[config.mk]
export PLATFORM = sky130hd
export DESIGN_NAME = ptdc_front
export DESIGN_NICKNAME = d
export VERILOG_FILES = /design/src/design/ptdc_pkg.sv /design/src/design/ptdc_front.sv
export SDC_FILE = /design/constraint.sdc
export NUM_CORES = 1
export LEC_CHECK = 0
export ABC_AREA = 0
export CORE_ASPECT_RATIO = 0.9
export CORE_MARGIN = 2
export CORE_UTILIZATION = 46
export CTS_CLUSTER_DIAMETER = 80
export CTS_CLUSTER_SIZE = 16
export DETAILED_ROUTE_END_ITERATION = 6
export DONT_BUFFER_PORTS = 1
export GPL_TIMING_DRIVEN = 1
export SLEW_MARGIN = 40
export SYNTH_ARGS = -nofsm -noshare
export SYNTH_HDL_FRONTEND = slang
export SYNTH_SLANG_ARGS = --single-unit
[constraint.sdc]
create_clock -name clk -period 5.12 [get_ports clk]
set_input_delay 0 -clock clk [delete_from_list [all_inputs] [get_ports clk]]
set_output_delay 0 -clock clk [all_outputs]
set_load 0.05 [all_outputs]
[src/design/ptdc_pkg.sv]
// Shared types and constants of the phase to delay count block.
// No dependencies.
`default_nettype none
package ptdc_pkg;

  localparam int SUM_W       = 32;
  localparam int FIELD_W     = 24;
  localparam int XY_W        = 51;
  localparam int Z_W         = 34;
  localparam int PRESCALE_SH = 16;
  localparam int ATAN_LEN    = 24;

  localparam logic signed [SUM_W-1:0] SUM_OFFSET = 32'sd4;
  localparam logic signed [Z_W-1:0]   Z_QUARTER  = 34'sh0_4000_0000;
  localparam logic signed [Z_W-1:0]   Z_HALF     = 34'sh0_8000_0000;

  localparam logic [31:0] ATAN_TURN32 [ATAN_LEN] = '{
    32'd536870912, 32'd316933406, 32'd167458907, 32'd85004756,
    32'd42667331,  32'd21354465,  32'd10679838,  32'd5340245,
    32'd2670163,   32'd1335087,   32'd667544,    32'd333772,
    32'd166886,    32'd83443,     32'd41722,     32'd20861,
    32'd10430,     32'd5215,      32'd2608,      32'd1304,
    32'd652,       32'd326,       32'd163,       32'd81
  };

  typedef struct packed {
    logic signed [XY_W-1:0] x;
    logic signed [XY_W-1:0] y;
    logic signed [Z_W-1:0]  z;
    logic                   hold;
    logic [FIELD_W-1:0]     period;
    logic [FIELD_W-1:0]     manual;
  } ptdc_vec_t;

endpackage
`default_nettype wire

[src/design/ptdc_front.sv]
// Input stage: offset and saturate the sums, prescale, fold into the right half plane.
// Depends on ptdc_pkg.
`default_nettype none
module ptdc_front import ptdc_pkg::*; #(
  parameter int PERIOD_BITS = 24
) (
  input  wire logic                    clk,
  input  wire logic                    rst,
  input  wire logic                    in_valid,
  output logic                         in_ready,
  input  wire logic [FIELD_W-1:0]      period_ticks,
  input  wire logic signed [SUM_W-1:0] sine_sum,
  input  wire logic signed [SUM_W-1:0] cosine_sum,
  input  wire logic [FIELD_W-1:0]      manual_shift,
  output logic                         dn_valid,
  input  wire logic                    dn_ready,
  output ptdc_vec_t                    dn_data
);

  localparam logic [FIELD_W-1:0] PERIOD_MASK =
    (PERIOD_BITS >= FIELD_W) ? {FIELD_W{1'b1}} : FIELD_W'((64'd1 << PERIOD_BITS) - 64'd1);
  localparam logic signed [SUM_W:0] SUM_MAX = 33'sh0_7FFF_FFFF;

  logic signed [SUM_W:0]   s_wide;
  logic signed [SUM_W:0]   c_wide;
  logic signed [SUM_W-1:0] s;
  logic signed [SUM_W-1:0] c;
  logic signed [XY_W-1:0]  sx;
  logic signed [XY_W-1:0]  sy;
  ptdc_vec_t               vec_next;

  always_comb begin
    s_wide = {sine_sum[SUM_W-1], sine_sum} + {SUM_OFFSET[SUM_W-1], SUM_OFFSET};
    c_wide = {cosine_sum[SUM_W-1], cosine_sum} + {SUM_OFFSET[SUM_W-1], SUM_OFFSET};
    s = (s_wide > SUM_MAX) ? SUM_MAX[SUM_W-1:0] : s_wide[SUM_W-1:0];
    c = (c_wide > SUM_MAX) ? SUM_MAX[SUM_W-1:0] : c_wide[SUM_W-1:0];
    sx = {{(XY_W-SUM_W){c[SUM_W-1]}}, c} <<< PRESCALE_SH;
    sy = {{(XY_W-SUM_W){s[SUM_W-1]}}, s} <<< PRESCALE_SH;

    vec_next.x      = sx;
    vec_next.y      = sy;
    vec_next.z      = '0;
    vec_next.hold   = 1'b0;
    vec_next.period = period_ticks & PERIOD_MASK;
    vec_next.manual = manual_shift & PERIOD_MASK;
    if (s == '0) begin
      vec_next.hold = 1'b1;
      vec_next.z    = (c < 0) ? Z_HALF : '0;
    end else if (c == '0) begin
      vec_next.hold = 1'b1;
      vec_next.z    = (s > 0) ? Z_QUARTER : -Z_QUARTER;
    end else if (c < 0) begin
      if (s > 0) begin
        vec_next.x = sy;
        vec_next.y = -sx;
        vec_next.z = Z_QUARTER;
      end else begin
        vec_next.x = -sy;
        vec_next.y = sx;
        vec_next.z = -Z_QUARTER;
      end
    end
  end

  assign in_ready = !dn_valid || dn_ready;

  always_ff @(posedge clk) begin
    if (rst) begin
      dn_valid <= 1'b0;
    end else if (in_ready) begin
      dn_valid <= in_valid;
    end
    if (in_valid && in_ready) begin
      dn_data <= vec_next;
    end
  end

endmodule
`default_nettype wire

==> impl_metrics.tcl <==
set metrics [dict create \
    pre_cts_ws_ps 79.85 \
    grt_pass1_vias 7180 \
    dp_hpwl_um 20550 \
    async_flop_share 0 \
    fill_cells 1748 \
    arrival_ps 4810 \
    vias_per_cell 6.044 \
    ant_nets 0 \
    synth_compound_area_frac 0.1433 \
    grt_pass1_wl_um 40430 \
    root_buffer "clkbuf_16" \
    yosysWarnings 0 \
    vias 7881 \
    hold_path_class "in2reg" \
    die_area_um2 20530 \
    synth_top_area_frac 0.4105 \
    core_um2 19100 \
    avgSynthCellArea_um2 9.124 \
    leakagePower_nw 3.636 \
    synth.largest_area_cell "edfxtp_1" \
    start_kind "input port" \
    row_count 48 \
    power_density_nw_per_um2 298.8 \
    synth_xor_area_frac 0.09226 \
    syn_inst 978 \
    drtIter0Drc 646 \
    yosys.area_share.simple 0.2398 \
    drive_gt1_frac 0.1035 \
    seq_area_frac_synth 0.4128 \
    clk_pin_slew_ps 60 \
    muxShareOfSynthArea 0.01500 \
    synth-seq-cells 123 \
    power_mw 3.075 \
    finalMaxSlewViolations 0 \
    final-hold-violation-count 0 \
    holdPathStages 3 \
    synth_common_cells "122 x edfxtp_1, 92 x nor2_1, 81 x nand2_1" \
    htree_levels 4 \
    nNetsFinal 1163 \
    synth_edf_count 122 \
    dpl.cell_count 1213 \
    syn_to_final_growth_pct 15.34 \
    crit_type "in2reg" \
    min_period_over_period 0.9122 \
    port_buffers 0 \
    status "finished, final reports clean" \
    min_period_ps 4670 \
    grt.total_usage 0.2584 \
    clock_latency_ps 420 \
    gp_congestion 0.8993 \
    clock_sinks 123 \
    end_kind "register" \
    grt_max_degree 66 \
    cts_max_path_buffers 2 \
    die_w_um 150.8 \
    synth.distinct_cells 68 \
    max-vdd-ir-drop_mv 0.2317 \
    ys.flop_type "edfxtp_1" \
    synth_area_um2 8924 \
    die_y_um 136.1 \
    worstMarginPinSlew_ps 881.6 \
    synth.most_common_cell "edfxtp_1" \
    pin_count 303 \
    crit_fanout 9 \
    synthAdderAreaFrac 0.008413 \
    reg2regPathDepth 3 \
    cts_tree "yes" \
    fmax_mhz 214.1 \
    synth_top_family_by_area "simple AND/OR/NAND/NOR gates" \
    totalWireLength_um 27480 \
    cts_buffers 17 \
    final_cells 1304 \
    antenna_found_initial 1 \
    yosys-top-cells-area "edfxtp_1 41%, buf_4 5.6%, xnor2_1 4.9%" \
    cp.required_ps 5260 \
    cap_violations 0 \
    register_area_um2 3684 \
    drt_first_pass_iters 5 \
    relSlewSlack 0.4080 \
    drc 0 \
    worst_slack_ps 449.7 \
    wl_per_cell_um 21.07 \
    setup_violations 0 \
    start_util 0.4672 \
    final.setup.tns_ps 0 \
    rsz0062_at_grt "false" \
    worst-r2r-setup-slack_ps 2900 \
    multiInputGateArea_um2 4721 \
    skew_ps 6.481 \
    grt-ovfl-total 0 \
]
==> final cells by class <==
class	count	share of cell area
well taps	250	0.03039
flip-flops and latches	123	0.3579
clock buffers	17	0.04133
repair buffers	100	0.09336
multi-input cells	783	0.4587
inverters	16	0.005835
clock inverters	14	0.01228
diodes	1	0.0002431
==> metal layers <==
metal  track usage  part of all wire  up-vias  wire length [um]
li1              -                 -     3649                 -
met1        0.3497              0.42     3733             11610
met2        0.4030              0.46      457             12590
met3       0.07651             0.099       42              2733
met4       0.07373             0.020        0               538
met5             0                 0        -                 0
==> metrics by stage <==
| step | util | area (um^2) | hold WS (ps) |
|---|---|---|---|
| 3_3_place_gp | 0.4751 | 9074 | 71.54 |
| 2_1_floorplan | - | 9153 | 69.07 |
| 3_5_place_dp | 0.4778 | 9125 | 76.78 |
| 5_1_grt | 0.5388 | 10290 | 15.50 |
| 4_1_cts | 0.5371 | 10260 | 6.952 |
| 6_report | 0.5389 | 10290 | 9.743 |
==> state kept, by name, indices dropped and copies added (netlist names) <==
| name | flops |
|---|---|
| dn_data | 122 |
| dn_valid | 1 |
==> worst max-delay path: stages <==
cell,delay [ps]
nand4_4,170
or4_4,600
or3_4,410
a2111o_1,420
nor4_2,310
a31oi_1,250
and2_1,260
nor2_1,250
ha_1,240
nand3_1,120
nor4_1,290
nand2_1,180
nor4b_1,300
buf_4,190
nor2b_1,240
nand3_1,150
a21oi_1,290
o22ai_1,130
==> cell usage in the layout, fill, tap and decap left out, drive strengths merged, types with 9 or more instances in the layout <==
cell	n
edfxtp	122
nor2	92
nand2	81
a21oi	72
conb	62
dlygate4sd3	58
xnor2	50
xor2	44
buf	42
nand4	38
nor3	37
nand3	35
o21ai	32
nor4	30
and3	24
clkbuf	17
inv	17
a31oi	16
o31ai	14
and2	14
or2	11
mux2i	10
and4	9
==> where the power goes <==
part	total [mW]	switching, mW	internal (mW)	leakage, nW
Clock	1.12	0.458	0.663	0.245
Combinational	0.494	0.335	0.159	2.21
Sequential	1.46	0.260	1.20	1.18
Total	3.08	1.05	2.02	3.64
==> worst paths after layout <==
kind | start | endpoint
worst min-delay path | cosine_sum[2] | dn_data[152]$_DFFE_PP_
worst min register to register | dn_valid$_SDFFE_PP0N_ | dn_data[16]$_DFFE_PP_
worst max-delay path | cosine_sum[8] | dn_data[174]$_DFFE_PP_
worst max register to register | dn_valid$_SDFFE_PP0N_ | dn_data[181]$_DFFE_PP_
==> cell families after synthesis <==
family / Yosys count
muxes: 13
AOI/OAI and AO/OA: 198
xor gates and xnor gates: 94
other: 1
adders and majority gates: 6
DFF: 123
and+or+nand+nor: 410
buffers and inverters: 133
==> repair_timing <==
item / in CTS / in global routing
gates resized for setup: 0 / 2
endpoints found under the setup margin: 0 / 2
endpoints found under the hold margin: 58 / 0
hold buffers: 58 / 0
setup buffers: 0 / 0
(Power assumes the default switching activity.)
