## config.mk

```make
export PLATFORM = sky130hd
export DESIGN_NAME = ptdc_cell
export DESIGN_NICKNAME = d
export VERILOG_FILES = /design/src/design/ptdc_pkg.sv /design/src/design/ptdc_cell.sv
export SDC_FILE = /design/constraint.sdc
export NUM_CORES = 1
export LEC_CHECK = 0
export BUFFER_PORTS_ARGS = -buffer_cell sky130_fd_sc_hd__buf_2
export CAP_MARGIN = 20
export CORE_ASPECT_RATIO = 1.25
export CORE_UTILIZATION = 56
export DETAILED_ROUTE_END_ITERATION = 10
export PLACE_DENSITY = 0.82
export SETUP_SLACK_MARGIN = 0.05
export SLEW_MARGIN = 40
export SYNTH_ARGS = -nofsm -noshare
export SYNTH_HDL_FRONTEND = slang
export SYNTH_SLANG_ARGS = --single-unit
export TNS_END_PERCENT = 20
```

## constraint.sdc

```tcl
create_clock -name clk -period 7.8 [get_ports clk]
set_input_delay 1.95 -clock clk [delete_from_list [all_inputs] [get_ports clk]]
set_output_delay 1.95 -clock clk [all_outputs]
set_load 0.005 [all_outputs]
```

## src/design/ptdc_pkg.sv

```systemverilog
// Shared types and constants of the phase to delay count block.
// No dependencies.
`default_nettype none
package ptdc_pkg;

  localparam int SUM_W       = 32;
  localparam int FIELD_W     = 24;
  localparam int XY_W        = 51;
  localparam int Z_W         = 34;
  localparam int PRESCALE_SH = 16;
  localparam int ATAN_LEN    = 24;

  localparam logic signed [SUM_W-1:0] SUM_OFFSET = 32'sd4;
  localparam logic signed [Z_W-1:0]   Z_QUARTER  = 34'sh0_4000_0000;
  localparam logic signed [Z_W-1:0]   Z_HALF     = 34'sh0_8000_0000;

  localparam logic [31:0] ATAN_TURN32 [ATAN_LEN] = '{
    32'd536870912, 32'd316933406, 32'd167458907, 32'd85004756,
    32'd42667331,  32'd21354465,  32'd10679838,  32'd5340245,
    32'd2670163,   32'd1335087,   32'd667544,    32'd333772,
    32'd166886,    32'd83443,     32'd41722,     32'd20861,
    32'd10430,     32'd5215,      32'd2608,      32'd1304,
    32'd652,       32'd326,       32'd163,       32'd81
  };

  typedef struct packed {
    logic signed [XY_W-1:0] x;
    logic signed [XY_W-1:0] y;
    logic signed [Z_W-1:0]  z;
    logic                   hold;
    logic [FIELD_W-1:0]     period;
    logic [FIELD_W-1:0]     manual;
  } ptdc_vec_t;

endpackage
`default_nettype wire

```

## src/design/ptdc_cell.sv

```systemverilog
// One CORDIC vectoring cell: a shift-add micro-rotation toward the x axis, skipped for held vectors.
// Depends on ptdc_pkg for the vector type and the arctangent table.
`default_nettype none
module ptdc_cell import ptdc_pkg::*; #(
  parameter int STAGE = 0
) (
  input  wire logic      clk,
  input  wire logic      rst,
  input  wire logic      up_valid,
  output logic           up_ready,
  input  wire ptdc_vec_t up_data,
  output logic           dn_valid,
  input  wire logic      dn_ready,
  output ptdc_vec_t      dn_data
);

  logic signed [XY_W-1:0] x;
  logic signed [XY_W-1:0] y;
  logic signed [XY_W-1:0] xs;
  logic signed [XY_W-1:0] ys;
  logic signed [Z_W-1:0]  z;
  logic signed [Z_W-1:0]  step;
  ptdc_vec_t              vec_next;

  always_comb begin
    x        = up_data.x;
    y        = up_data.y;
    z        = up_data.z;
    xs       = x >>> STAGE;
    ys       = y >>> STAGE;
    step     = signed'({2'b00, ATAN_TURN32[STAGE]});
    vec_next = up_data;
    if (!up_data.hold) begin
      if (y > 0) begin
        vec_next.x = x + ys;
        vec_next.y = y - xs;
        vec_next.z = z + step;
      end else begin
        vec_next.x = x - ys;
        vec_next.y = y + xs;
        vec_next.z = z - step;
      end
    end
  end

  assign up_ready = !dn_valid || dn_ready;

  always_ff @(posedge clk) begin
    if (rst) begin
      dn_valid <= 1'b0;
    end else if (up_ready) begin
      dn_valid <= up_valid;
    end
    if (up_valid && up_ready) begin
      dn_data <= vec_next;
    end
  end

endmodule
`default_nettype wire

```

==> qor.yml, run 1 <==
status:
  run_status: "finished clean"
flow_run:
  cap_violations: 0
global_route:
  aggregate_global_routing_overflow: 0
  grt_pass1_vias: 16800
  global_route_wire_length_before_repair_microns: 99500
  antenna_found_initial: 15
  grt.total_usage_pct: 43.7
  grt_start_max_net_pins: 118
yosys:
  synth.most_common_cell: "sky130_fd_sc_hd__a21oi_1"
  synth_edf_count: 185
  post_synth_most_frequent_cells: "230 x sky130_fd_sc_hd__a21oi_1, 185 x sky130_fd_sc_hd__edfxtp_1, 170 x sky130_fd_sc_hd__o21ai_0"
  synthDistinctLibCells: 76
  synthTopCellsByArea: "sky130_fd_sc_hd__edfxtp_1 33%, sky130_fd_sc_hd__ha_1 13%, sky130_fd_sc_hd__a21oi_1 6.9%"
  ff_latch_count_synth: 186
  netlist.area_leader.share_pct: 33.3
  yosys_warnings: 0
  share_of_synthesized_area_occupied_by_flip_flops_and_latches_pct: 33.4
  synth.cell_area_sq_mm: 0.0167
  ys_flop_type: "sky130_fd_sc_hd__edfxtp_1"
  synth.largest_area_cell: "sky130_fd_sc_hd__edfxtp_1"
  asyncSetResetFlopFracSynth_pct: 0
  post_synthesis_area_per_instance_sq_um: 8.46
  synth_cells: 1972
  syn-num-nets: 2334
die:
  die-area_sq_mm: 0.0305
  core_sq_mm: 0.0293
  std_cell_rows: 70
  initial_utilization_pct: 57.0
  floorplan.die.width_microns: 156
  die_height_microns: 195
  floorplan.io_pins: 376
power:
  combinational_fraction_of_design_power_pct: 35.9
  power_frac_seq_pct: 37.1
  p_int_w: 0.00206
  net-switching-power_w: 0.00128
  ir_worst_vdd_uv: 133
  power_switching_share_pct: 38.4
  power_frac_clock_pct: 27.0
  power.total_w: 0.00333
  total_leakage_power_nw: 8.47
  pwr_density_cell_mw_per_mm2: 171
worst_hold_path:
  hp-start: "dn_valid"
  worstHoldPathCells: 2
  whs_endpoint: "dn_valid"
  worstHoldPathType: "flip-flop to flip-flop"
placement:
  gp_congestion: 1.06
  instance_area_after_placement_sq_mm: 0.0189
  dpl_worst_slack_ns: 1.44
  dp_hpwl_microns: 52200
  quantity_of_i_o_buffers_inserted_on_ports: 375
clocking:
  post_cts_resize_count: 0
  clock-sinks: 186
  cts_tree: "done"
  clk_pin_slew_worst_paths_ns: 0.08
  root_buffer_selected_by_cts: "sky130_fd_sc_hd__clkbuf_16"
  clk-insertion-delay-late_ns: 0.46
  cts-htree-levels: 4
  cts_inserted_buffers: 17
  cts_setup_buffers: 0
  ctsHoldBuffers: 0
  clockBufferDepth: 2
worst_setup_path:
  setup.worst_path.end_class: "flip-flop"
  r2r_end: "dn_data[95]"
  worst_ep_arrival_time_ns: 6.28
  r2r_start: "dn_valid"
  critical_path.startpoint_type: "primary input"
  setup.worst_path.class: "primary input to flip-flop"
  cp_data_required_time_ns: 7.96
  ff2ff_path_depth: 4
  timing.reg2reg.setup_slack_ns: 5.88
  crit_fanout: 8
finish:
  flow.area_growth_from_synthesis_pct: 16.9
  nets: 2639
  stdcell_area_sq_mm: 0.0195
  drive_gt1_share_pct: 19.6
drt:
  route.detailed.vias_per_inst: 6.47
  routed_wirelength_microns: 67600
  route.antenna.remaining_nets: 0
  tritonroute_pass_1_iters: 8
  drt_iter0_drc: 1832
  route.detailed.wl_per_inst_microns: 25.0
  drc: 0
  num_vias: 17500
timing:
  max_freq_ghz: 0.163
  timing_worst_slew_pin_value_ns: 0.886
  hold_slack_ns: 0.560
  fin_crit_sh_pct: 78.5
  setup_viol: 0
  finClkSkew_ns: 0.00701
  final_hold_viol_count: 0
  maxSlewHeadroom_pct: 40.7
  rsz0062_at_grt: "false"
  timing.setup.tns_ns: 0
  postLayoutSetupSlackWorst_ns: 1.68
  finalWorstPathRequiredPeriod_ns: 6.12
  timing_max_transition_violations_final: 0
==> cells by family (layout without fill, tap and decap cells) <==
kind of cell    count (synthesis)  in the layout  synth area share, %
mux                            36             36                 2.21
fa+ha+maj                     173            173                 13.2
xor+xnor                       89             89                 4.68
flops                         186            186                 33.4
other cells                     0             15                    0
simple gates                  549            549                 15.4
compound gates                676            676                 25.1
buf+inv                       263            581                 6.00
==> worst max-delay path, stage by stage <==
cell and delay (ns):
sky130_fd_sc_hd__buf_2 0.14, sky130_fd_sc_hd__inv_1 0.06, sky130_fd_sc_hd__ha_1 0.46, sky130_fd_sc_hd__clkinv_1 0.32
sky130_fd_sc_hd__a2111oi_2 0.57, sky130_fd_sc_hd__a211oi_1 0.21, sky130_fd_sc_hd__o31ai_1 0.65, sky130_fd_sc_hd__o211ai_1 0.40
sky130_fd_sc_hd__a41o_1 0.55, sky130_fd_sc_hd__a31oi_1 0.41, sky130_fd_sc_hd__a2bb2oi_1 0.24, sky130_fd_sc_hd__xnor2_1 0.17
sky130_fd_sc_hd__o21ai_0 0.14
==> layer usage <==
layer / wire (microns) / GRT usage (%) / vias to the layer above
li1: - / - / 7774
met3: 6190 / 9.16 / 311
met5: 9 / 0 / -
met4: 5570 / 33.8 / 2
met2: 31400 / 70.2 / 1223
met1: 24500 / 50.6 / 8170
==> cell usage in the layout (no fill, tap or decap), types with 25 or more instances in the layout <==
cell and count:
sky130_fd_sc_hd__edfxtp_1 185, sky130_fd_sc_hd__buf_2 374, sky130_fd_sc_hd__nor3_1 48, sky130_fd_sc_hd__nand2_1 164, sky130_fd_sc_hd__nand3_1 36, sky130_fd_sc_hd__a211oi_1 36, sky130_fd_sc_hd__a21o_1 41, sky130_fd_sc_hd__inv_1 154
sky130_fd_sc_hd__nor4_1 25, sky130_fd_sc_hd__mux2i_1 29, sky130_fd_sc_hd__xnor2_1 80, sky130_fd_sc_hd__nor2_1 157, sky130_fd_sc_hd__o21ai_0 169, sky130_fd_sc_hd__o21bai_1 31, sky130_fd_sc_hd__a21oi_1 230, sky130_fd_sc_hd__ha_1 169
==> metrics by stage <==
stage | util (%) | instances
final | 66.6 | 2701
after floorplan | - | 1972
after global routing | 66.6 | 2698
after global placement | 64.1 | 2651
after CTS | 66.5 | 2686
after detailed placement | 64.5 | 2654
==> worst max path at each step <==
stage	start	end	slack, ns	cells past startpoint
floorplan	dn_ready	dn_data[0]	0.89	2
global placement	up_data[85]	dn_data[82]	1.33	12
detailed placement	up_data[88]	dn_data[178]	1.44	13
CTS	up_data[88]	dn_data[178]	1.88	13
global route	up_data[88]	dn_data[117]	1.52	13
finish	up_data[88]	dn_data[178]	1.68	13
==> final cells by class <==
cell class	count	area, sq um
multi-input combinational	1523	10100
antenna	15	37.5
sequential	186	5580
inverter	160	601
clock inverter	14	155
timing repair buffer	389	2070
tap	396	495
clock buffer	18	429
fill	2519	9770
==> sequential cells by signal, summed over array words and instances (netlist names) <==
name,count
dn_data,185
dn_valid,1
==> power groups by stage <==
stage / Clock, W / Sequential (W) / Combinational [W]
2_1_floorplan: 0 / 0.00127 / 0.000688
3_3_place_gp: 0 / 0.00125 / 0.00112
3_5_place_dp: 0 / 0.00126 / 0.00115
4_1_cts: 0.000900 / 0.00123 / 0.00116
5_1_grt: 0.000928 / 0.00124 / 0.00127
6_report: 0.000900 / 0.00124 / 0.00120
Note: power is estimated with default switching activity, not from simulation.
==> run 2, diff against run 1 <==
- CORE_UTILIZATION: 56 -> 51
- PLACE_DENSITY: 0.82 -> 0.79
- clock period: 7.8 -> 5.5 ns (I/O delays scaled with it)
==> run 2 against run 1 <==
Effect of this change: count of clock-buffer cells in the layout stayed put; global-route usage shrank 4.2 points; clock power rose by 44%; total power rose by 44%; die area up 9.7%; worst setup slack worse by 0.95 ns; utilization shrank 4.2 points; largest cell class unchanged; critical endpoint is now dn_data[180]; non-clock buffer count grew 59.
==> qor.yml, run 2 (synthesis results as in run 1) <==
finish:
  stdcell_area_sq_mm: 0.0200
  commonest_non_fill_non_tap_cell_in_the_layout: "sky130_fd_sc_hd__buf_2"
  finalNonFillerCells: 2772
  ff_latch_area_sq_mm: 0.00558
  drive_gt1_share_pct: 21.6
  nets: 2698
  final_layout_fill_cell_count: 2900
  flow.area_growth_from_synthesis_pct: 19.7
  biggestRegsByFlops: "dn_data (185), dn_valid (1)"
  mostFrequentLayoutCells: "374 x sky130_fd_sc_hd__buf_2, 230 x sky130_fd_sc_hd__a21oi_1, 185 x sky130_fd_sc_hd__edfxtp_1"
  largest_register_ff_count: 185
  top_register: "dn_data"
  multi_input_comb_area_sq_mm: 0.0101
timing:
  finClkSkew_ns: 0.0101
  rsz0062_at_grt: "false"
  final_hold_viol_count: 0
  postLayoutSetupSlackWorst_ns: 0.725
  maxSlewHeadroom_pct: 33.2
  max_freq_ghz: 0.209
  timing.setup.tns_ns: 0
  fin_crit_sh_pct: 86.8
  finalWorstPathRequiredPeriod_ns: 4.78
  setup_viol: 0
  timing_worst_slew_pin_value_ns: 0.993
  timing_max_transition_violations_final: 0
drt:
  tritonroute_pass_1_iters: 5
  route.detailed.vias_per_inst: 6.18
  num_vias: 17100
  route.antenna.remaining_nets: 0
  routed_wirelength_microns: 67400
  drt_iter0_drc: 1765
  route.detailed.wl_per_inst_microns: 24.3
  drc: 0
global_route:
  m3_gr_usage_pct: 7.24
  grt_pass1_vias: 16200
  grtUsageMet1_pct: 46.8
  aggregate_global_routing_overflow: 0
  global_route_wire_length_before_repair_microns: 97200
  antenna_found_initial: 20
  grt.total_usage_pct: 39.5
  grt_most_used_layer: "met2"
  grt_start_max_net_pins: 129
  grt_util_met2_pct: 65.7
clocking:
  clock-sinks: 186
  cts_setup_buffers: 0
  root_buffer_selected_by_cts: "sky130_fd_sc_hd__clkbuf_16"
  cts_tree: "done"
  clk_pin_slew_worst_paths_ns: 0.09
  cts_inserted_buffers: 17
  post_cts_resize_count: 0
  clk-insertion-delay-late_ns: 0.47
  ctsHoldBuffers: 0
  cts-htree-levels: 4
  clockBufferDepth: 2
worst_setup_path:
  crit_buf_inv: 4
  timing.critical_path.cells: "buf_2 > inv_1 > ha_1 > fa_1 > nor2b_1 > o21bai_1 > a311o_1 > a211oi_1 > buf_4 > o41a_1 > a211oi_1 > o21ai_0 > buf_4 > a211oi_1 > or4b_2 > o211ai_1"
  crit_fanout: 5
  worst_path_dominant_cell_family: "compound AO/OA/AOI/OAI gates"
  worst_ep_arrival_time_ns: 5.09
  slowest_cell_on_crit_path: "sky130_fd_sc_hd__or4b_2"
  setup.worst_path.end_class: "flip-flop"
  critical-path-max-stage-delay_ns: 0.68
  critical_path.startpoint_type: "primary input"
  cp_data_required_time_ns: 5.81
  cpMostUsedCell: "sky130_fd_sc_hd__a211oi_1"
  setup.worst_path.class: "primary input to flip-flop"
placement:
  quantity_of_i_o_buffers_inserted_on_ports: 375
  post-place-cells: 2729
  gp_congestion: 1.03
  instance_area_after_placement_sq_mm: 0.0193
  dp_hpwl_microns: 53800
  dpl_worst_slack_ns: 0.327
die:
  core_sq_mm: 0.0320
  die_height_microns: 204
  die-area_sq_mm: 0.0334
  floorplan.io_pins: 376
  floorplan.die.width_microns: 164
  initial_utilization_pct: 52.2
  std_cell_rows: 73
power:
  ir_worst_vdd_uv: 183
  pwr_density_cell_mw_per_mm2: 240
  total_leakage_power_nw: 8.76
  power.total_w: 0.00479
worst_hold_path:
  worstHoldPathType: "flip-flop to flip-flop"
flow_run:
  cap_violations: 0
status:
  run_status: "finished clean"
==> run 2: worst min-delay path, cell delays in order, from the launching register on <==
cell and delay (ns):
sky130_fd_sc_hd__dfxtp_1 0.31, sky130_fd_sc_hd__nand2b_1 0.11, sky130_fd_sc_hd__a21oi_1 0.08
==> run 2: per-layer routing <==
layer  routed length, microns  vias up  part of all wire [%]
met2                    32200      956                    48
li1                         -     7898                     -
met5                       41        -                 0.061
met1                    25400     8071                    38
met4                     4040        6                   6.0
met3                     5700      191                   8.5
==> run 2: final timing paths <==
| path | endpoint | from | cells after the start | slack (ns) |
|---|---|---|---|---|
| min reg2reg | dn_valid | dn_valid | 2 | 0.53 |
| max | dn_data[180] | up_data[134] | 16 | 0.72 |
| max reg2reg | dn_data[144] | dn_valid | 4 | 3.54 |
| min | dn_valid | dn_valid | 2 | 0.53 |
==> run 2: final cells by class <==
| class | count | share of cell area (%) |
|---|---|---|
| Multi-Input combinational cell | 1523 | 50.7 |
| Clock inverter | 14 | 0.852 |
| Tap cell | 412 | 2.58 |
| Clock buffer | 18 | 2.15 |
| Sequential cell | 186 | 27.9 |
| Inverter | 160 | 3.01 |
| Timing Repair Buffer | 448 | 12.7 |
| Antenna cell | 11 | 0.138 |
==> run 2: power by group <==
part	internal [W]	switching (W)
Clock	0.000618	0.000684
Combinational	0.000640	0.00110
Sequential	0.00172	0.0000381
==> run 2: metrics by stage <==
stage / hold WS (ns) / utilization (%)
floorplan: 0.522 / -
finish: 0.532 / 62.5
CTS: 0.533 / 62.4
global route: 0.566 / 62.4
global placement: 0.493 / 60.4
detailed placement: 0.520 / 60.5
