File: src/design/ptdc_pkg.sv
// Shared types and constants of the phase to delay count block.
// No dependencies.
`default_nettype none
package ptdc_pkg;

  localparam int SUM_W       = 32;
  localparam int FIELD_W     = 24;
  localparam int XY_W        = 51;
  localparam int Z_W         = 34;
  localparam int PRESCALE_SH = 16;
  localparam int ATAN_LEN    = 24;

  localparam logic signed [SUM_W-1:0] SUM_OFFSET = 32'sd4;
  localparam logic signed [Z_W-1:0]   Z_QUARTER  = 34'sh0_4000_0000;
  localparam logic signed [Z_W-1:0]   Z_HALF     = 34'sh0_8000_0000;

  localparam logic [31:0] ATAN_TURN32 [ATAN_LEN] = '{
    32'd536870912, 32'd316933406, 32'd167458907, 32'd85004756,
    32'd42667331,  32'd21354465,  32'd10679838,  32'd5340245,
    32'd2670163,   32'd1335087,   32'd667544,    32'd333772,
    32'd166886,    32'd83443,     32'd41722,     32'd20861,
    32'd10430,     32'd5215,      32'd2608,      32'd1304,
    32'd652,       32'd326,       32'd163,       32'd81
  };

  typedef struct packed {
    logic signed [XY_W-1:0] x;
    logic signed [XY_W-1:0] y;
    logic signed [Z_W-1:0]  z;
    logic                   hold;
    logic [FIELD_W-1:0]     period;
    logic [FIELD_W-1:0]     manual;
  } ptdc_vec_t;

endpackage
`default_nettype wire

File: src/design/ptdc_back.sv
// Output stages: round the angle to a turn fraction, wrap and clamp, then scale by period
// in auto mode or pass the manual shift in manual mode. Depends on ptdc_pkg.
`default_nettype none
module ptdc_back import ptdc_pkg::*; #(
  parameter int PHASE_BITS = 16
) (
  input  wire logic                clk,
  input  wire logic                rst,
  input  wire logic                auto_mode,
  input  wire logic                up_valid,
  output logic                     up_ready,
  input  wire ptdc_vec_t           up_data,
  output logic                     out_valid,
  input  wire logic                out_ready,
  output logic [PHASE_BITS:0]      phase_turn,
  output logic [FIELD_W-1:0]       shift_count
);

  localparam logic signed [Z_W-1:0] ROUND_HALF =
    signed'(Z_W'(1) << (31 - PHASE_BITS));
  localparam logic signed [PHASE_BITS+1:0] FULL =
    signed'((PHASE_BITS+2)'(1) << PHASE_BITS);
  localparam logic signed [PHASE_BITS+1:0] ONE = signed'((PHASE_BITS+2)'(1));

  logic signed [Z_W-1:0]          z_round;
  logic signed [PHASE_BITS+1:0]   p_raw;
  logic signed [PHASE_BITS+1:0]   p_wrap;
  logic [PHASE_BITS:0]            p_next;
  logic                           a_valid;
  logic                           a_ready;
  logic [PHASE_BITS:0]            a_phase;
  logic [FIELD_W-1:0]             a_period;
  logic [FIELD_W-1:0]             a_manual;
  logic [PHASE_BITS+FIELD_W:0]    product;

  always_comb begin
    z_round = up_data.z + ROUND_HALF;
    p_raw   = (PHASE_BITS+2)'(z_round >>> (32 - PHASE_BITS));
    p_wrap  = (p_raw <= 0) ? p_raw + FULL : p_raw;
    if (p_wrap > FULL) begin
      p_wrap = FULL;
    end else if (p_wrap < ONE) begin
      p_wrap = ONE;
    end
    p_next = p_wrap[PHASE_BITS:0];
  end

  assign up_ready = !a_valid || a_ready;
  assign a_ready  = !out_valid || out_ready;
  assign product  = {{FIELD_W{1'b0}}, a_phase} * {{(PHASE_BITS+1){1'b0}}, a_period};

  always_ff @(posedge clk) begin
    if (rst) begin
      a_valid   <= 1'b0;
      out_valid <= 1'b0;
    end else begin
      if (up_ready) begin
        a_valid <= up_valid;
      end
      if (a_ready) begin
        out_valid <= a_valid;
      end
    end
    if (up_valid && up_ready) begin
      a_phase  <= p_next;
      a_period <= up_data.period;
      a_manual <= up_data.manual;
    end
    if (a_valid && a_ready) begin
      phase_turn  <= a_phase;
      shift_count <= auto_mode ? product[PHASE_BITS+FIELD_W-1:PHASE_BITS] : a_manual;
    end
  end

endmodule
`default_nettype wire

File: config.mk
export PLATFORM = sky130hd
export DESIGN_NAME = ptdc_back
export DESIGN_NICKNAME = d
export VERILOG_FILES = /design/src/design/ptdc_pkg.sv /design/src/design/ptdc_back.sv
export SDC_FILE = /design/constraint.sdc
export NUM_CORES = 1
export LEC_CHECK = 0
export ABC_CLOCK_PERIOD_IN_PS = 12950
export BUFFER_PORTS_ARGS = -buffer_cell sky130_fd_sc_hd__clkbuf_2
export CORE_AREA = 2 2 167 169
export CTS_CLUSTER_DIAMETER = 80
export DETAILED_ROUTE_END_ITERATION = 7
export DIE_AREA = 0 0 169 171
export PLACE_DENSITY_LB_ADDON = 0.3
export SYNTH_ARGS = -nofsm -noshare
export SYNTH_HDL_FRONTEND = slang
export SYNTH_SLANG_ARGS = --single-unit
File: constraint.sdc
create_clock -name clk -period 12.95 [get_ports clk]
set_input_delay 2.59 -clock clk [delete_from_list [all_inputs] [get_ports clk]]
set_output_delay 2.59 -clock clk [all_outputs]
set_load 0.005 [all_outputs]
==> summary.txt, run 1 <==
Status - completed
CTS tree - done
Final Cycle Share - 58.8%
Total global routing overflow - 0
Max FO, Critical Path - 25
Largest net degree at the start of global routing - 66
RSZ-0062 raised after global routing - no
Hold_sp - a_valid
Share of cells above drive strength 1 - 9.54%
Ys flop type - edfxtp_1
Post-Synthesis Cells - 1825
Clk buf depth - 2
# clock sinks - 108
Top-count cell post-synth - inv_1
Design Area, Final - 0.0184 mm2
DR vias - 13102
Max-cap check violation count - 0
Setup TNS Final - 0 ns
Syn_nets - 2452
Pre-CTS WS - 5.54 ns
Synthesis-stage register bit count - 108
Hold WC Path Type - flop to flop
Residual DRC - 0
Crit path kind - flop to flop
Row cnt - 61
R2R Path Start - a_phase[5]
TritonCTS Buffers - 9
Final worst setup slack - 5.34 ns
Max frequency - 0.131 GHz
Ranking of synthesized cells by area - fa_1 38%, edfxtp_1 18%, inv_1 9.1%
I/O Pins - 233
Slew Limit Fails - 0
Final net count - 2508
Netlist cell types - 73
Slew Limit Headroom - 19.0%
Total track usage - 31.0%
Critical Path RT - 13.08 ns
First-pass GRT wire length - 69000 um
Post-layout min period - 7.61 ns
CP endpoint kind - flop
Worst-path clk slew - 0.08 ns
Cts hold-fix bufs - 0
R2r endpoint - shift_count[21]
Reg2reg setup slack - 5.34 ns
Final hold violations - 0
Via count of the first global-routing pass - 14057
Starting density of the core - 63.5%
Count of buffers from port buffering - 114
# fillers - 2132
CORE AREA - 0.0273 mm2
Post-CTS Setup Bufs - 0
CTS Root Cell - clkbuf_16
Ys async rst share - 0%
Worst Setup Start Kind - flop
Mapped Area - 0.0173 mm2
Clock Latency Late Sink - 0.39 ns
Post-synth top area share - 37.6%
DRT antenna net count - 0
Router iterations before antenna repair - 6
Post-Layout Cell Count - 2233
Worst min-delay path endpoint - out_valid
Hold Path Cell Cnt - 2
Hpwl dp - 30600 um
Cell taking the most area after synthesis - fa_1
Vias/cell - 5.87
WL final - 41900 um
Post-synth EDFFs - 106
Synthesized area per cell - 9.50 um2
Violation count after the first detailed-routing iteration - 868
Clock skew - 0.0244 ns
DIE WIDTH - 169 um
Initial antenna violation count - 1
Worst Path Arrival - 7.75 ns
CTS resizes - 0
WL/cell - 18.8 um
YS warnings - 0
# H-tree levels - 3
Layout area overhead - 6.16%
FF-to-FF path depth - 20
Register area share after synthesis - 18.6%
Setup-failing EPs final - 0
Die footprint - 0.0289 mm2
Slew @ Worst Pin - 1.21 ns
Placed instance area - 0.0181 mm2
Die height - 171 um
Synth cell count leaders - 419 x inv_1, 326 x fa_1, 302 x nand2_1
Routability cong. - 0.936
Inst Count DP - 2216
area by class of cell:
type	count	area [um2]	share of cell area, %
Multi-Input combinational cell	1214	12200	66.3
Antenna cell	1	2.50	0.0136
Clock inverter	7	80.1	0.435
Tap cell	346	433	2.35
Clock buffer	9	225	1.22
Inverter	421	1580	8.58
Sequential cell	108	3220	17.5
Timing Repair Buffer	127	668	3.63
critical path: stages (launching register included):
cell and delay, ns:
edfxtp_1 1.14, nand2_1 0.19, fa_1 0.58, inv_1 0.05
fa_1 0.48, inv_1 0.05, fa_1 0.50, inv_1 0.06
fa_1 0.49, fa_1 0.49, inv_1 0.05, fa_1 0.56
inv_1 0.06, ha_1 0.38, nand4_1 0.21, nor2_1 0.17
nand2_1 0.14, o21a_1 0.24, o32ai_1 0.91, a2111oi_0 0.28
a221o_1 0.32
layout by cell type, fill, tap and decap left out, types with 15 or more instances in the layout:
cell	synthesis	final
fa_1	326	326
nand4_1	15	15
o21ai_0	21	21
and2_1	148	147
ha_1	111	111
edfxtp_1	106	106
nand3_1	24	24
inv_1	419	419
nor2_1	42	42
xnor2_1	24	24
nand2_1	302	302
a21oi_1	33	33
clkbuf_2	0	114
sequential cells by signal, indices dropped and copies added, names as in the netlist:
register     count
shift_count     24
a_period        24
a_manual        24
phase_turn      17
out_valid        1
a_valid          1
a_phase         17
worst max-delay path by stage:
stage / start / endpoint / slack (ns) / cells after the start
floorplan: a_period[20] / shift_count[21] / 6.58 / 23
global placement: a_phase[5] / shift_count[21] / 5.62 / 20
detailed placement: a_phase[5] / shift_count[21] / 5.54 / 20
CTS: a_phase[5] / shift_count[21] / 5.50 / 20
global route: a_phase[5] / shift_count[21] / 5.02 / 20
finish: a_phase[5] / shift_count[21] / 5.34 / 20
metal layers:
layer	GRT usage (%)	vias to the layer above	part of all wire [%]
met3	4.95	151	7.7
li1	-	5695	-
met1	37.3	6649	36
met5	0	-	0
met4	14.7	0	4.5
met2	54.9	607	51
cell families (layout without fill, tap and decap cells):
kind of cell    count (synthesis)  after routing  synth area share (%)
simple gates                  583            583                  16.1
buf+inv                       503            564                  11.1
fa+ha+maj                     437            437                  45.6
compound gates                153            153                  6.28
flops                         108            108                  18.6
xor+xnor                       33             33                  1.71
mux                             8              8                 0.512
other cells                     0              1                     0
per-stage QoR:
| step | util (%) | hold WS [ns] |
|---|---|---|
| final | 67.4 | 0.518 |
| after global routing | 67.4 | 0.545 |
| after CTS | 67.4 | 0.522 |
| after detailed placement | 66.2 | 0.505 |
| after global placement | 66.2 | 0.504 |
| after floorplan | - | 0.478 |
Power of run 1 is not shown: default switching activity piles up to over one toggle a cycle in this logic, so the estimate is an artifact.
==> run 2: changes to the inputs <==
--- a/config.mk
+++ b/config.mk
@@ -5,12 +5,12 @@
 export SDC_FILE = /design/constraint.sdc
 export NUM_CORES = 1
 export LEC_CHECK = 0
-export ABC_CLOCK_PERIOD_IN_PS = 12950
+export ABC_CLOCK_PERIOD_IN_PS = 7950
 export BUFFER_PORTS_ARGS = -buffer_cell sky130_fd_sc_hd__clkbuf_2
-export CORE_AREA = 2 2 167 169
+export CORE_AREA = 2 2 172 174
 export CTS_CLUSTER_DIAMETER = 80
 export DETAILED_ROUTE_END_ITERATION = 7
-export DIE_AREA = 0 0 169 171
+export DIE_AREA = 0 0 174 176
 export PLACE_DENSITY_LB_ADDON = 0.3
 export SYNTH_ARGS = -nofsm -noshare
 export SYNTH_HDL_FRONTEND = slang
==> constraint.sdc (replaced) <==
create_clock -name clk -period 7.95 [get_ports clk]
set_input_delay 1.59 -clock clk [delete_from_list [all_inputs] [get_ports clk]]
set_output_delay 1.59 -clock clk [all_outputs]
set_load 0.005 [all_outputs]
==> run 2 against run 1 <==
Effect of this change: via count fell by 0.85%; non-clock buffer count rose by 11; critical endpoint is now shift_count[20]; clock skew rose by 0.024 ns; largest cell class unchanged; wire length fell by 0.95%; clock-buffer cell count rose by 1; critical path depth fell by 1.
==> summary.txt, run 2 (same netlist as run 1, synthesis figures left out) <==
Status - completed
Router iterations before antenna repair - 5 (-1)
Vias/cell - 5.70 (-2.9%)
Finished Core Util - 64.8% (-2.6 points)
Critical Path RT - 8.20 ns (-4.88 ns)
Worst Setup Start Kind - flop
Placed instance area - 0.0182 mm2 (+0.72%)
Row cnt - 62 (+1.6%)
Commonest non-fill, non-tap cell in the layout - inv_1
CTS tree - done
Total global routing overflow - 0 (unchanged)
WHS - 0.522 ns (+0.00387 ns)
Worst-path clk slew - 0.08 ns (about the same)
Max frequency - 0.136 GHz (+3.8%)
Clk buf depth - 2 (unchanged)
Largest net degree at the start of global routing - 66 (unchanged)
# H-tree levels - 3 (unchanged)
DR vias - 12991 (-0.85%)
Setup-failing EPs final - 0 (unchanged)
WL/cell - 18.2 um (-3.0%)
Residual DRC - 0 (unchanged)
Max FO, Critical Path - 15 (-40%)
TritonCTS Buffers - 9 (unchanged)
CP endpoint kind - flop
Final net count - 2519 (+0.44%)
Hpwl dp - 31900 um (+4.4%)
CTS Root Cell - clkbuf_16
WL final - 41500 um (-0.95%)
Die footprint - 0.0306 mm2 (+6.0%)
DRT antenna net count - 0 (unchanged)
Setup TNS Final - 0 ns (unchanged)
Commonest cells after routing, fill and taps aside - 419 x inv_1, 326 x fa_1, 302 x nand2_1
Biggest regs - a_manual (24), a_period (24), shift_count (24)
I/O Pins - 233 (unchanged)
Share of cells above drive strength 1 - 9.96% (+0.42 points)
Slew @ Worst Pin - 1.08 ns (-0.132 ns)
Die height - 176 um (+2.9%)
CORE AREA - 0.0285 mm2 (+4.5%)
Final Cycle Share - 92.3% (+33 points)
Initial antenna violation count - 0 (-1)
Layout area overhead - 6.71%
CTS resizes - 0 (unchanged)
Clock Latency Late Sink - 0.41 ns (+0.02 ns)
First-pass GRT wire length - 67900 um (-1.6%)
Cts hold-fix bufs - 0 (unchanged)
Starting density of the core - 60.7% (-2.7 points)
Post-CTS Setup Bufs - 0 (unchanged)
DIE WIDTH - 174 um (+3.0%)
Via count of the first global-routing pass - 13777 (-2.0%)
Routability cong. - 0.936 (about the same)
Violation count after the first detailed-routing iteration - 948 (+9.2%)
Post-layout min period - 7.34 ns (-0.277 ns)
Slew Limit Headroom - 27.8% (+8.8 points)
Ant diodes - 0 (-1)
# clock sinks - 108 (unchanged)
Total track usage - 28.6% (-2.4 points)
Count of buffers from port buffering - 114 (unchanged)
Worst Path Arrival - 7.58 ns (-0.17 ns)
Design Area, Final - 0.0185 mm2 (+0.52%)
Hold WC Path Type - flop to flop
Final hold violations - 0 (unchanged)
RSZ-0062 raised after global routing - no
Crit path kind - flop to flop
Max-cap check violation count - 0 (unchanged)
Clock skew - 0.0479 ns (+0.0236 ns)
Slew Limit Fails - 0 (unchanged)
-- run 2: final cells by class --
cell class / count / area [um2]
fillers: 2355 / 10000
flip-flops and latches: 108 / 3220
inverters: 421 / 1580
clock buffers: 10 / 229
clock inverters: 6 / 45.0
well taps: 384 / 480
repair buffers: 138 / 751
multi-input cells: 1214 / 12200
-- run 2: metal layers --
metal  share of wire (%)  track usage, %  vias up  wire (um)
li1                    -               -     5719          -
met1                  37            34.8     6588      15300
met2                  51            49.4      542      21200
met3                 7.2            5.19      142       2970
met4                 5.2            14.4        0       2150
met5                   0               0        -          0
-- run 2: final timing paths --
kind / from / endpoint / slack (ns) / cells after the start
worst max-delay path: a_phase[2] / shift_count[20] / 0.61 / 19
worst min-delay path: a_manual[2] / shift_count[2] / 0.52 / 2
worst max register to register: a_phase[2] / shift_count[20] / 0.61 / 19
worst min register to register: a_manual[2] / shift_count[2] / 0.52 / 2
-- run 2: through the flow --
stage                     cells  worst slack (ns)
after floorplan            1825              1.58
after global placement     2265             0.811
after detailed placement   2265             0.763
after CTS                  2281             0.741
after global routing       2281             0.406
final                      2281             0.613
-- run 2: critical path, stage by stage (launching register included) --
cell,delay (ns)
edfxtp_1,0.93
buf_4,0.33
nand2_1,0.10
fa_1,0.54
fa_1,0.59
fa_1,0.47
fa_1,0.56
inv_1,0.05
fa_1,0.51
inv_1,0.07
fa_1,0.53
inv_1,0.04
ha_1,0.21
a2111o_1,0.40
a31oi_1,0.16
o2bb2ai_1,0.15
o21ai_0,0.67
a21oi_1,0.24
or4_1,0.53
nand3_1,0.10
Power of run 2 is left out for the same reason.
==> run 3: changes to the inputs <==
--- a/config.mk
+++ b/config.mk
@@ -5,13 +5,15 @@
 export SDC_FILE = /design/constraint.sdc
 export NUM_CORES = 1
 export LEC_CHECK = 0
-export ABC_CLOCK_PERIOD_IN_PS = 7950
+export ABC_CLOCK_PERIOD_IN_PS = 7200
 export BUFFER_PORTS_ARGS = -buffer_cell sky130_fd_sc_hd__clkbuf_2
 export CORE_AREA = 2 2 172 174
+export CTS_BUF_LIST = sky130_fd_sc_hd__clkbuf_2
 export CTS_CLUSTER_DIAMETER = 80
 export DETAILED_ROUTE_END_ITERATION = 7
 export DIE_AREA = 0 0 174 176
 export PLACE_DENSITY_LB_ADDON = 0.3
+export SLEW_MARGIN = 5
 export SYNTH_ARGS = -nofsm -noshare
 export SYNTH_HDL_FRONTEND = slang
 export SYNTH_SLANG_ARGS = --single-unit
==> constraint.sdc (replaced) <==
create_clock -name clk -period 7.2 [get_ports clk]
set_input_delay 1.44 -clock clk [delete_from_list [all_inputs] [get_ports clk]]
set_output_delay 1.44 -clock clk [all_outputs]
set_load 0.005 [all_outputs]
==> run 3 against run 2 <==
Effect of this change: clock skew increased by 0.10 ns; hold slack improved by 0.021 ns; critical path depth increased by 1; largest cell class unchanged; core utilization increased by 0.94 points; register-to-register slack got worse by 0.42 ns; critical endpoint is now shift_count[21]; critical path type unchanged; wire length increased by 2.2%; fmax increased by 4.7%; cell area increased by 1.5%; clock-buffer cell count decreased by 1.
==> summary.txt, run 3 (same netlist as run 1, synthesis figures left out) <==
Status - completed
Worst Setup Start Kind - flop
Routability cong. - 0.901 (-3.7%)
Critical Path RT - 7.74 ns (-0.46 ns)
# clock sinks - 108 (unchanged)
First-pass GRT wire length - 69000 um (+1.6%)
Design Area, Final - 0.0188 mm2 (+1.5%)
Crit-path max cell delay - 0.81 ns (-0.12 ns)
Setup-failing EPs final - 0 (unchanged)
R2R Path Start - a_phase[12]
Hold_sp - a_valid
Worst min-delay path endpoint - out_valid
Residual DRC - 0 (unchanged)
Total global routing overflow - 0 (unchanged)
Die footprint - 0.0306 mm2 (unchanged)
Crit-path leading delay family - adder cells
Starting density of the core - 60.7% (unchanged)
Worst-path clk slew - 0.49 ns (+0.41 ns)
Inst Count DP - 2302 (+1.6%)
WL/cell - 18.2 um (-0.12%)
Total track usage - 29.1% (+0.51 points)
Max frequency - 0.143 GHz (+4.7%)
WP buf/inv - 5 (+1)
Commonest cells after routing, fill and taps aside - 419 x inv_1, 326 x fa_1, 302 x nand2_1
RSZ-0062 raised after global routing - no
TritonCTS Buffers - 9 (unchanged)
DR vias - 13168 (+1.4%)
R2r endpoint - shift_count[21]
Max-cap check violation count - 0 (unchanged)
WL final - 42500 um (+2.2%)
Row cnt - 62 (unchanged)
# fillers - 2371 (+0.68%)
Crit-path cells - and2_1 > fa_1 > inv_1 > fa_1 > inv_1 > fa_1 > fa_1 > fa_1 > inv_1 > fa_1 > inv_1 > ha_1 > buf_4 > nand4_1 > nor2_1 > nand2_1 > o21a_1 > o32ai_1 > a2111oi_0 > a221o_1
Crit path kind - flop to flop
CTS resizes - 0 (unchanged)
Violation count after the first detailed-routing iteration - 968 (+2.1%)
Placed instance area - 0.0185 mm2 (+1.6%)
Vias/cell - 5.64 (-0.98%)
Hold WC Path Type - flop to flop
Hold Path Cell Cnt - 2 (unchanged)
Layout area overhead - 8.26%
Clock Latency Late Sink - 0.87 ns (+0.46 ns)
Initial antenna violation count - 3 (+3)
Final net count - 2570 (+2.0%)
Max FO, Critical Path - 16 (+1)
I/O Pins - 233 (unchanged)
Post-layout min period - 7.00 ns (-0.332 ns)
Share of cells above drive strength 1 - 12.4% (+2.4 points)
Largest net degree at the start of global routing - 66 (unchanged)
Count of buffers from port buffering - 114 (unchanged)
Most used cell along the critical path - fa_1
Router iterations before antenna repair - 6 (+1)
Final Cycle Share - 97.3% (+5.0 points)
CORE AREA - 0.0285 mm2 (unchanged)
Die height - 176 um (unchanged)
CTS Root Cell - clkbuf_2
Setup TNS Final - 0 ns (unchanged)
Slew Limit Fails - 0 (unchanged)
Cts hold-fix bufs - 0 (unchanged)
DRT antenna net count - 0 (unchanged)
Final hold violations - 0 (unchanged)
Commonest non-fill, non-tap cell in the layout - inv_1
FF-to-FF path depth - 20 (+1)
Slowest cell on the critical path - edfxtp_1
Clk buf depth - 2 (unchanged)
Reg2reg setup slack - 0.20 ns (-0.42 ns)
Clock skew - 0.150 ns (+0.102 ns)
DIE WIDTH - 174 um (unchanged)
CTS tree - done
Biggest regs - a_manual (24), a_period (24), shift_count (24)
Via count of the first global-routing pass - 14009 (+1.7%)
CP endpoint kind - flop
Hpwl dp - 33300 um (+4.4%)
Slew Limit Headroom - 12.3% (-16 points)
Worst Path Arrival - 7.55 ns (-0.03 ns)
Post-Layout Cell Count - 2335 (+2.4%)
Slew @ Worst Pin - 1.32 ns (+0.233 ns)
# H-tree levels - 3 (unchanged)
[run 3: changes by cell type in the layout (fill, tap and decap cells not counted)]
| cell | change |
|---|---|
| clkbuf_1 | -1 |
| diode_2 | +3 |
| clkinvlp_4 | -1 |
| clkbuf_2 | +9 |
| buf_12 | +4 |
| clkinv_4 | +1 |
| clkbuf_16 | -9 |
| inv_8 | +1 |
| buf_4 | +47 |
[run 3: what timing repair did]
action	4_1_cts	5_1_grt
setup endpoints to repair	0	3
endpoints found under the hold margin	0	0
buffers inserted	0	14
[run 3: final cells by class]
cell class | instances | area, um2 | area share [%]
Clock inverter | 7 | 57.6 | 0.307
Inverter | 421 | 1580 | 8.42
Multi-Input combinational cell | 1214 | 12200 | 65.0
Sequential cell | 108 | 3220 | 17.2
Timing Repair Buffer | 189 | 1180 | 6.31
Clock buffer | 9 | 45.0 | 0.240
Tap cell | 384 | 480 | 2.56
Antenna cell | 3 | 7.51 | 0.0400
[run 3: stage by stage]
stage / hold slack [ns] / worst slack (ns) / util (%)
after floorplan: 0.478 / 0.835 / -
after global placement: 0.498 / 0.325 / 64.9
after detailed placement: 0.507 / 0.204 / 64.9
after CTS: 0.544 / 0.121 / 65.2
after global routing: 0.577 / 0.0491 / 65.8
final: 0.544 / 0.196 / 65.8
[run 3: worst min-delay path, stage by stage (launching register included)]
cell and delay, ns:
dfxtp_1 0.41, nor2_1 0.11, nor2_1 0.04
[run 3: worst max path at each step]
stage	startpoint	endpoint	depth (start not counted)
6_report	a_phase[12]	shift_count[21]	20
5_1_grt	a_phase[5]	shift_count[21]	21
4_1_cts	a_phase[4]	shift_count[21]	20
3_5_place_dp	a_phase[2]	shift_count[21]	19
3_3_place_gp	a_phase[2]	shift_count[21]	19
2_1_floorplan	a_period[20]	shift_count[21]	23
[run 3: routing by layer]
layer	vias up	track usage (%)	part of all wire [%]	wire (um)
li1	5822	-	-	-
met1	6652	34.6	36	15200
met2	557	51.4	52	22100
met3	137	5.00	7.4	3120
met4	0	14.6	4.8	2030
met5	-	0	0	0
Power of run 3 is left out for the same reason.
